`config.mk`:
```
export PLATFORM = sky130hd
export DESIGN_NAME = double_ended_queue_unit
export DESIGN_NICKNAME = d
export VERILOG_FILES = /design/src/sv/dq_pkg.sv /design/src/sv/dq_cell.sv /design/src/sv/double_ended_queue_unit.sv
export SDC_FILE = /design/constraint.sdc
export NUM_CORES = 2
export LEC_CHECK = 0
export BUFFER_PORTS_ARGS = -buffer_cell sky130_fd_sc_hd__buf_2
export CAP_MARGIN = 20
export CORE_MARGIN = 2
export CORE_UTILIZATION = 55
export CTS_CLUSTER_SIZE = 8
export DETAILED_ROUTE_END_ITERATION = 7
export GPL_TIMING_DRIVEN = 1
export PLACE_DENSITY = 0.71
export SYNTH_ARGS = -nofsm -noshare
export SYNTH_HDL_FRONTEND = slang
export SYNTH_SLANG_ARGS = --single-unit
```
`constraint.sdc`:
```
create_clock -name clock -period 6.4 [get_ports clock]
set_clock_uncertainty 0.05 [all_clocks]
set_input_delay 0.32 -clock clock [delete_from_list [all_inputs] [get_ports clock]]
set_output_delay 0.32 -clock clock [all_outputs]
set_load 0.02 [all_outputs]
```
`src/sv/dq_pkg.sv`:
```
// ----------------------------------------------------------------------------
// dq_pkg
// Shared types and codes for the double-ended queue unit and its cells.
// ----------------------------------------------------------------------------
package dq_pkg;

   localparam int unsigned DEPTH_DEFAULT = 64;
   localparam int unsigned VALUE_W       = 31;
   localparam int unsigned OPCODE_W      = 3;
   localparam int unsigned STATUS_W      = 2;

   localparam logic [OPCODE_W-1:0] OP_PUSH_FRONT = 3'd0;
   localparam logic [OPCODE_W-1:0] OP_PUSH_BACK  = 3'd1;
   localparam logic [OPCODE_W-1:0] OP_POP_FRONT  = 3'd2;
   localparam logic [OPCODE_W-1:0] OP_POP_BACK   = 3'd3;
   localparam logic [OPCODE_W-1:0] OP_DRAIN      = 3'd4;

   localparam logic [STATUS_W-1:0] STATUS_OK    = 2'd0;
   localparam logic [STATUS_W-1:0] STATUS_FULL  = 2'd1;
   localparam logic [STATUS_W-1:0] STATUS_EMPTY = 2'd2;

   typedef struct packed {
      logic [OPCODE_W-1:0] opcode;
      logic [VALUE_W-1:0]  push_value;
   } req_type;

   typedef struct packed {
      logic [STATUS_W-1:0] status;
      logic [VALUE_W-1:0]  item_value;
      logic                last_item;
   } rsp_type;

   typedef struct packed {
      logic shift_up;
      logic shift_down;
      logic load_back;
   } cell_ctl_type;

endpackage

```
`src/sv/dq_cell.sv`:
```
// ----------------------------------------------------------------------------
// dq_cell
// One slot of the deque row: takes its lower neighbor, its upper neighbor or
// the pushed word, or holds.
// ----------------------------------------------------------------------------
module dq_cell #(
   parameter int unsigned CNT_W = 7,
   parameter int unsigned INDEX = 0
) (
   input  logic                          clock,
   input  dq_pkg::cell_ctl_type          ctl,
   input  logic [CNT_W-1:0]              cnt,
   input  logic [dq_pkg::VALUE_W-1:0]    push_value,
   input  logic [dq_pkg::VALUE_W-1:0]    prev_value,
   input  logic [dq_pkg::VALUE_W-1:0]    next_value,
   output logic [dq_pkg::VALUE_W-1:0]    value
);
   import dq_pkg::*;

   logic [VALUE_W-1:0] value_ff;
   logic [VALUE_W-1:0] value_in;

   always_comb begin
      value_in = value_ff;
      if (ctl.shift_up) begin
         value_in = prev_value;
      end else if (ctl.shift_down) begin
         value_in = next_value;
      end else if (ctl.load_back && (cnt == CNT_W'(INDEX))) begin
         value_in = push_value;
      end
   end

   always_ff @(posedge clock) begin
      value_ff <= value_in;
   end

   assign value = value_ff;

endmodule

```
`src/sv/double_ended_queue_unit.sv`:
```
// ----------------------------------------------------------------------------
// double_ended_queue_unit
// Bounded deque held in a row of shifting cells; front is cell zero.
// ----------------------------------------------------------------------------
// Push and pop: one item per cycle while the output is free; result registered.
// Drain of N entries: acceptance enters S_DRAIN, which shifts one entry per
// cycle from cell zero while the output is free; commands wait for the last.
// Output register sets throughput: one result per cycle unless rsp_ready stalls.
// Reset clears the fill count, state and output valid; cell contents are kept.
module double_ended_queue_unit #(
   parameter int unsigned DEPTH = dq_pkg::DEPTH_DEFAULT
) (
   input  logic            clock,
   input  logic            reset,
   input  logic            req_valid,
   output logic            req_ready,
   input  dq_pkg::req_type req_data,
   output logic            rsp_valid,
   input  logic            rsp_ready,
   output dq_pkg::rsp_type rsp_data
);
   import dq_pkg::*;

   localparam int unsigned CNT_W = $clog2(DEPTH + 1);

   typedef enum logic [1:0] {
      S_IDLE  = 2'b01,
      S_DRAIN = 2'b10
   } state_type;

   state_type          state_ff, state_in;
   logic [CNT_W-1:0]   cnt_ff, cnt_in;
   logic               rsp_valid_ff, rsp_valid_in;
   rsp_type            rsp_ff, rsp_in;
   cell_ctl_type       ctl;
   logic [VALUE_W-1:0] cell_value [DEPTH];
   logic               out_free;
   logic               req_fire;

   assign out_free  = !rsp_valid_ff || rsp_ready;
   assign req_ready = (state_ff == S_IDLE) && out_free;
   assign req_fire  = req_valid && req_ready;

   always_comb begin
      state_in     = state_ff;
      cnt_in       = cnt_ff;
      rsp_valid_in = rsp_valid_ff && !rsp_ready;
      rsp_in       = rsp_ff;
      ctl          = '0;
      case (state_ff)
         S_IDLE: begin
            if (req_fire) begin
               case (req_data.opcode)
                  OP_PUSH_FRONT, OP_PUSH_BACK: begin
                     rsp_valid_in      = 1'b1;
                     rsp_in.item_value = '0;
                     rsp_in.last_item  = 1'b1;
                     if (cnt_ff == CNT_W'(DEPTH)) begin
                        rsp_in.status = STATUS_FULL;
                     end else begin
                        rsp_in.status = STATUS_OK;
                        cnt_in        = cnt_ff + 1'b1;
                        ctl.shift_up  = (req_data.opcode == OP_PUSH_FRONT);
                        ctl.load_back = (req_data.opcode == OP_PUSH_BACK);
                     end
                  end
                  OP_POP_FRONT, OP_POP_BACK: begin
                     rsp_valid_in      = 1'b1;
                     rsp_in.item_value = '0;
                     rsp_in.last_item  = 1'b1;
                     if (cnt_ff == '0) begin
                        rsp_in.status = STATUS_EMPTY;
                     end else begin
                        rsp_in.status  = STATUS_OK;
                        cnt_in         = cnt_ff - 1'b1;
                        ctl.shift_down = (req_data.opcode == OP_POP_FRONT);
                     end
                  end
                  OP_DRAIN: begin
                     if (cnt_ff != '0) begin
                        state_in = S_DRAIN;
                     end
                  end
                  default: begin
                  end
               endcase
            end
         end
         S_DRAIN: begin
            if (out_free) begin
               rsp_valid_in      = 1'b1;
               rsp_in.status     = STATUS_OK;
               rsp_in.item_value = cell_value[0];
               rsp_in.last_item  = (cnt_ff == CNT_W'(1));
               ctl.shift_down    = 1'b1;
               cnt_in            = cnt_ff - 1'b1;
               if (cnt_ff == CNT_W'(1)) begin
                  state_in = S_IDLE;
               end
            end
         end
         default: begin
            state_in = S_IDLE;
         end
      endcase
   end

   always_ff @(posedge clock) begin
      if (reset) begin
         state_ff     <= S_IDLE;
         cnt_ff       <= '0;
         rsp_valid_ff <= 1'b0;
      end else begin
         state_ff     <= state_in;
         cnt_ff       <= cnt_in;
         rsp_valid_ff <= rsp_valid_in;
      end
   end

   always_ff @(posedge clock) begin
      rsp_ff <= rsp_in;
   end

   assign rsp_valid = rsp_valid_ff;
   assign rsp_data  = rsp_ff;

   for (genvar i = 0; i < DEPTH; i++) begin : g_cell
      logic [VALUE_W-1:0] prev_value;
      logic [VALUE_W-1:0] next_value;

      if (i == 0) begin : g_first
         assign prev_value = req_data.push_value;
      end else begin : g_mid
         assign prev_value = cell_value[i-1];
      end

      if (i == DEPTH - 1) begin : g_last
         assign next_value = '0;
      end else begin : g_inner
         assign next_value = cell_value[i+1];
      end

      dq_cell #(
         .CNT_W (CNT_W),
         .INDEX (i)
      ) u_cell (
         .clock      (clock),
         .ctl        (ctl),
         .cnt        (cnt_ff),
         .push_value (req_data.push_value),
         .prev_value (prev_value),
         .next_value (next_value),
         .value      (cell_value[i])
      );
   end

endmodule
```
Word level (Yosys, flattened, before mapping). Cells that the tools add are included.

Input port bits: 38. Register bits: 2028.

$add $sub $neg: 2. Equality and inequality tests: 78. Mux-type cells: 225. Reduce and logical (&&, ||, !) cells: 144.

Operators with widths (count): 2-to-1 mux 31 bit (192); equality test 7 x 6 -> 1 bit (second input constant) (32); nonzero test 3 bit (64); one-hot mux 34 bit (2 select lines) (2); equality test 7 x 5 -> 1 bit (second input constant) (16); 2-to-1 mux 34 bit (2); logical AND 1 bit (67); equality test 7 x 4 -> 1 bit (second input constant) (8); equality test 7 x 3 -> 1 bit (second input constant) (4); 2-to-1 mux 7 bit (4); one-hot mux 7 bit (2 select lines) (2); equality test 7 x 2 -> 1 bit (second input constant) (2); 2-to-1 mux 1 bit (13); 2-to-1 mux 2 bit (6); adder 7 x 1 -> 7 bit (second input constant) (1); equality test 7 x 1 -> 1 bit (second input constant) (1); equality test 7 bit (second input constant) (1); logical NOT 7 bit (1); nonzero test 7 bit (1); subtractor 7 x 1 -> 7 bit (second input constant) (1); equality test 3 x 2 -> 1 bit (second input constant) (2); inequality test 2 bit (second input constant) (3); inequality test 3 bit (second input constant) (2); AND reduction 6 bit (1); other kinds (17) (21).

Longest topological paths before layout.
Depth in word-level cells: 10. Gate-level depth with buffers: 12.

By module. From an unflattened synthesis, not the netlist that was laid out.

Cells, all modules: 9035. Area total of the unflattened synthesis: 107251.6 um2.

By module, submodules not included: dq_cell (g_cell[23].u_cell ...) (instances 12, seq. area each 930.9 um2, area an instance 1652.8 um2, cells each 139); dq_cell (g_cell[10].u_cell ...) (instances 12, seq. area each 930.9 um2, area an instance 1651.6 um2, cells each 138); dq_cell (g_cell[21].u_cell ...) (instances 8, seq. area each 930.9 um2, area an instance 1652.8 um2, cells each 138); dq_cell (g_cell[11].u_cell ...) (instances 8, seq. area each 930.9 um2, area an instance 1610.3 um2, cells each 139); dq_cell (g_cell[31].u_cell ...) (instances 6, seq. area each 930.9 um2, area an instance 1650.3 um2, cells each 139); dq_cell (g_cell[19].u_cell ...) (instances 4, seq. area each 930.9 um2, area an instance 1651.6 um2, cells each 139); dq_cell (g_cell[1].u_cell ...) (instances 4, seq. area each 930.9 um2, area an instance 1650.3 um2, cells each 138); dq_cell (g_cell[16].u_cell ...) (instances 2, seq. area each 930.9 um2, area an instance 1649.1 um2, cells each 138); dq_cell (g_cell[51].u_cell ...) (instances 2, seq. area each 930.9 um2, area an instance 1649.1 um2, cells each 139); dq_cell (g_cell[15].u_cell ...) (instances 2, seq. area each 930.9 um2, area an instance 1607.8 um2, cells each 139); dq_cell (g_cell[12].u_cell ...) (instances 2, seq. area each 930.9 um2, area an instance 1601.5 um2, cells each 139); double_ended_queue_unit (instances 1, seq. area each 1221.2 um2, area an instance 2073.2 um2, cells each 166); dq_cell (g_cell[0].u_cell) (instances 1, seq. area each 930.9 um2, area an instance 1647.8 um2, cells each 138); dq_cell (g_cell[63].u_cell) (instances 1, seq. area each 930.9 um2, area an instance 1647.8 um2, cells each 139).

Worst setup path after synthesis. OpenSTA, ideal clock, no wires.

Path kind: register to register. Start: reg cnt_ff[6]. End: reg g_cell[31].u_cell.value_ff[0] (enable). Required time: 5.888 ns. Stages on the path, launching flop included: 6. Arrival: 3.524 ns. Path slack: 2.363 ns. Cell sequence: dfxtp_1 nor4b_1 nand2_1 nor2_1 nand2_1 o21ai_0.

Word-level cells in the longest chain between the ends: 7. Elaborated cells on any way between the ends: 15.

Ends and longest elaborated chain: start: declaration (RTL line double_ended_queue_unit.sv:32) `logic [CNT_W-1:0] cnt_ff, cnt_in;`; start signal: assignment (RTL line double_ended_queue_unit.sv:115) `cnt_ff <= cnt_in;`; equality test 7 bit (RTL line double_ended_queue_unit.sv:58) `if (cnt_ff == CNT_W'(DEPTH)) begin`; 2-to-1 mux 1 bit (RTL line double_ended_queue_unit.sv:58); 2-to-1 mux 1 bit (RTL line double_ended_queue_unit.sv:53) `case (req_data.opcode)`; 2-to-1 mux 3 bit (RTL line double_ended_queue_unit.sv:52) `if (req_fire) begin`; 2-to-1 mux 1 bit (RTL line double_ended_queue_unit.sv:50) `case (state_ff)`; logical AND 1 bit (RTL line dq_cell.sv:29) `end else if (ctl.load_back && (cnt == CNT_W'(INDEX))) begin`; nonzero test 3 bit (no line) *; end signal: assignment (RTL line dq_cell.sv:35) `value_ff <= value_in;`; end: declaration (RTL line dq_cell.sv:20) `logic [VALUE_W-1:0] value_ff;`.

Every way passes the cells marked *; elsewhere a longest branch is shown, timed or not. A chain may end at the register's enable or synchronous reset.

Worst setup path in the final report.
Start: reg state_ff[0]. End: reg g_cell[18].u_cell.value_ff[11] (data pin).

Word-level cells in the longest chain between the ends: 7. Elaborated cells on any way between the ends: 9.

Ends and longest elaborated chain: start: declaration (RTL line double_ended_queue_unit.sv:31) `state_type state_ff, state_in;`; start signal: assignment (RTL line double_ended_queue_unit.sv:114) `state_ff <= state_in;`; equality test 2 x 1 -> 1 bit (RTL line double_ended_queue_unit.sv:41, double_ended_queue_unit.sv:50); logical AND 1 bit (RTL line double_ended_queue_unit.sv:41) `assign req_ready = (state_ff == S_IDLE) && out_free;`; logical AND 1 bit (RTL line double_ended_queue_unit.sv:42) `assign req_fire = req_valid && req_ready;`; 2-to-1 mux 3 bit (RTL line double_ended_queue_unit.sv:52); one-hot mux 1 bit (2 select lines) (RTL line double_ended_queue_unit.sv:50); 2-to-1 mux 31 bit (RTL line dq_cell.sv:27) `end else if (ctl.shift_down) begin`; 2-to-1 mux 31 bit * (RTL line dq_cell.sv:25) `if (ctl.shift_up) begin`; named net g_cell[18].u_cell.value_in[11] (RTL line dq_cell.sv:21) `logic [VALUE_W-1:0] value_in;`; end signal: assignment (RTL line dq_cell.sv:35); end: declaration (RTL line dq_cell.sv:20).

Mark *: on every way through the listed nets, which the timed path passes. The rest lies on a longest branch.

==> impl_metrics.csv <==
group,metric,value,unit
setup_path,r2r_cells,9,
timing,worst_pin_slew,1.20,ns
drt,vias,66500,
pwr,cellLeakagePower,33.4,nW
setup_path,crit_top_cell,"buf_4",
synth,synth_top_area_share,0.640,
setup_path,cp_num_buf_inv,3,
synth,synth.avg_cell_area,10.7,um2
synth,synth-edff-count,2018,
synth,async_flop_share,0,
setup_path,critPathSlowestCell,"buf_4",
worst_hold_path,hold_path_class,"primary input to register",
drt,first_pass_iters,6,
drt,drt-initial-drc-count,7519,
placed_design,numPortBuffers,73,
timing,finalMaxSlewViolations,0,
setup_path,cp.required,7.08,ns
grt,grt_usage,0.269,
setup_path,timing.rr.end,"g_cell[18].u_cell.value[11]",
synth,ys.flop_type,"edfxtp_1",
setup_path,crit_fanout,103,
setup_path,critPathCapture,"g_cell[18].u_cell.value[11]",
synth,synth_largest_area_cell,"edfxtp_1",
placed_design,globalplace.congestion,0.882,
placed_design,place_inst,10700,
drt,remaining_drc_errors,0,
grt,grt_pass1_wl,374000,um
synth,synthCells,8827,
timing,finalSetupTns,0,ns
timing,fmax,217,MHz
pwr,ir_drop,0.305,mV
setup_path,worst-path-stages,9,
grt,grt-ovfl-total,0,
timing,relSlewSlack,0.201,
synth,yosysWarnings,0,
timing,finalHoldViolCount,0,
setup_path,worstPathArrival,5.29,ns
timing,rsz0062_at_grt,"false",
synth,synth_seq_cells,2028,
synth,syn_area,0.0947,mm2
cts,cts_setup_buffers,0,
cts,numCtsBuffers,303,
floorplanning,rows,152,
drt,top_layer,"met5",
cts,root_buffer,"clkbuf_16",
setup_path,r2r_start,"state_ff[0]",
cts,clk_pin_slew,0.05,ns
drt,viasPerCell,5.99,
synth,synth_cell_types,49,
cts,cts_tree,"done",
setup_path,max_stage_delay,0.87,ns
floorplanning,fp.coreArea,0.171,mm2
pwr,powerDensity,309,mW/mm2
placed_design,dpl.hpwl,146000,um
setup_path,crit_family,"buffers and inverters",
drt,wl_per_cell,21.5,um
drt,antenna_left,0,
drt,met1Wirelength,95700,um
floorplanning,ios,74,
cts,clock_path_buffers,4,
floorplanning,dieArea,0.176,mm2
final_layout,fin_nets,8792,
synth,synth_fp_nets,8872,
synth,seq_area_frac_synth,0.642,
final_layout,layoutNonFillerInstCount,11100,
final_layout,drive_gt1_frac,0.179,
drt,wl_met3,17700,um
setup_path,crit_path_start,"state_ff[0]",
timing,period_needed,4.61,ns
setup_path,path_class,"register to register",
floorplanning,die_h,419,um
setup_path,endpoint_kind,"register",
setup_path,cp_cell_sequence,"inv_1, ha_1, nor2_1, nor4b_1, a21o_4, buf_4, buf_4, nand2_1, a21oi_2",
drt,drt-total-wl,238000,um
drt,route.met2.wl,118000,um
synth,synthTopCellsByArea,"edfxtp_1, a21oi_2, nand2_1",
cts,clk_latency,0.92,ns
floorplanning,die_w,419,um
pwr,finalPower,32.3,mW
timing,finalCritPeriodShare,0.721,
floorplanning,start_util,0.553,
cts,cts_sinks,2028,
setup_path,start_kind,"register",
setup_path,reg2reg_slack,1.79,ns
run,cap_viol_max_count,0,
run_status,status,"finished, final reports clean",
grt,grt_pass1_vias,68400,
final_layout,fillers,13700,
final_layout,flow.area_growth_from_synthesis,10.2,%
grt,grt_max_degree,222,
cts,htreeDepth,5,
timing,setup_viol,0,
grt,antenna_found_initial,1,
-- layout make-up --
| class | instances | area, um2 | area share |
|---|---|---|---|
| multi-input combinational | 6139 | 30400 | 0.291 |
| inverter | 7 | 26.3 | 0.000252 |
| antenna | 1 | 2.50 | 0.0000240 |
| timing repair buffer | 268 | 2420 | 0.0232 |
| sequential | 2028 | 60800 | 0.582 |
| clock buffer | 324 | 7790 | 0.0746 |
| clock inverter | 8 | 90.1 | 0.000863 |
| tap | 2310 | 2890 | 0.0277 |
-- sequential cells by signal, indices dropped and copies added, names as in the netlist --
| name | flops |
|---|---|
| g_cell.u_cell.value | 1984 |
| rsp_data | 34 |
| cnt_ff | 7 |
| state_ff | 2 |
| rsp_valid | 1 |
-- metrics by stage --
step                      setup slack, ns  hold slack [ns]  instance area, um2  utilization
after floorplan                      2.36            0.424               94700            -
after global placement               2.00            0.459               95600        0.558
after detailed placement             1.91            0.461               95900        0.560
after CTS                            1.87            0.173              104000        0.608
after global routing                 1.59            0.231              104000        0.609
final                                1.79            0.219              104000        0.609
-- Yosys cell counts, drive strengths merged, types with 2 or more instances --
library cell,number
dfxtp,10
nor3,3
buf,339
a21o,25
inv,7
nor2b,5
o211ai,2
a21oi,1959
mux2,34
nor4b,5
nand4,2
a31o,3
nand3b,4
and2,31
a211oi,2
or3,2
o21ai,44
ha,7
nand2,2005
clkbuf,314
edfxtp,2018
nor2,1950
nand2b,5
nand3,37
xnor2,3
-- cell families (layout without fill, tap and decap cells) --
group / Yosys count / count (layout) / share of synthesized area
other: 0 / 1 / 0
AOI/OAI and AO/OA: 2039 / 2039 / 0.148
xor gates and xnor gates: 3 / 3 / 0.000278
and+or+nand+nor: 4055 / 4055 / 0.163
DFF: 2028 / 2028 / 0.642
buffers and inverters: 660 / 607 / 0.0415
adders and majority gates: 7 / 7 / 0.000925
muxes: 35 / 35 / 0.00415
-- cell usage in the layout, fill, tap and decap left out, types with 2 or more instances in the layout --
master / instances
a211oi_1: 2
buf_4: 120
a21o_2: 4
o211ai_1: 2
nand3b_1: 4
dfxtp_1: 10
a21oi_4: 32
a21oi_1: 1016
xnor2_1: 3
inv_1: 7
mux2_1: 5
o21ai_0: 4
nand3_1: 36
clkbuf_1: 15
buf_16: 8
nand2_1: 2004
nor3_1: 3
a21o_1: 20
o21ai_4: 19
mux2_2: 29
dlygate4sd3_1: 38
clkbuf_16: 309
edfxtp_1: 2018
ha_1: 7
a31o_2: 2
nor2_1: 1948
nor2b_1: 5
inv_6: 2
and2_1: 31
nand4_1: 2
o21ai_2: 21
clkinv_1: 2
buf_12: 27
a21oi_2: 911
nor4b_1: 5
buf_2: 75
nand2b_1: 5
clkinv_8: 4
-- worst min-delay path by stage --
stage,startpoint,endpoint,slack (ns),cells past startpoint
floorplan,state_ff[1],state_ff[1],0.42,2
global placement,state_ff[1],state_ff[1],0.46,2
detailed placement,state_ff[1],state_ff[1],0.46,2
CTS,req_valid,cnt_ff[4],0.17,4
global route,req_valid,cnt_ff[4],0.23,4
finish,req_valid,cnt_ff[4],0.22,4
-- per-layer routing --
layer | vias to the layer above | track usage
met4 | 2 | 0.0929
met5 | - | 0
met2 | 2476 | 0.448
met1 | 33400 | 0.354
li1 | 30100 | -
met3 | 505 | 0.0485
-- where the power goes --
part           switching, mW  internal [mW]  total, mW
Combinational           1.80          0.788       2.58
Sequential             0.331           15.6       15.9
Clock                   5.36           8.46       13.8
Total                   7.49           24.8       32.3
-- tightest hold or removal path, delay by kind of cell --
kind,cells,cell delay (ns)
AO/OA/AOI/OAI,2,0.51
multiplexers,1,0.19
buffers and inverters,1,0.13
-- timing repair --
item,4_1_cts,5_1_grt
hold buffers,38,0
gates resized for setup,0,0
endpoints found under the hold margin,103,0
(Power assumes the default switching activity.)
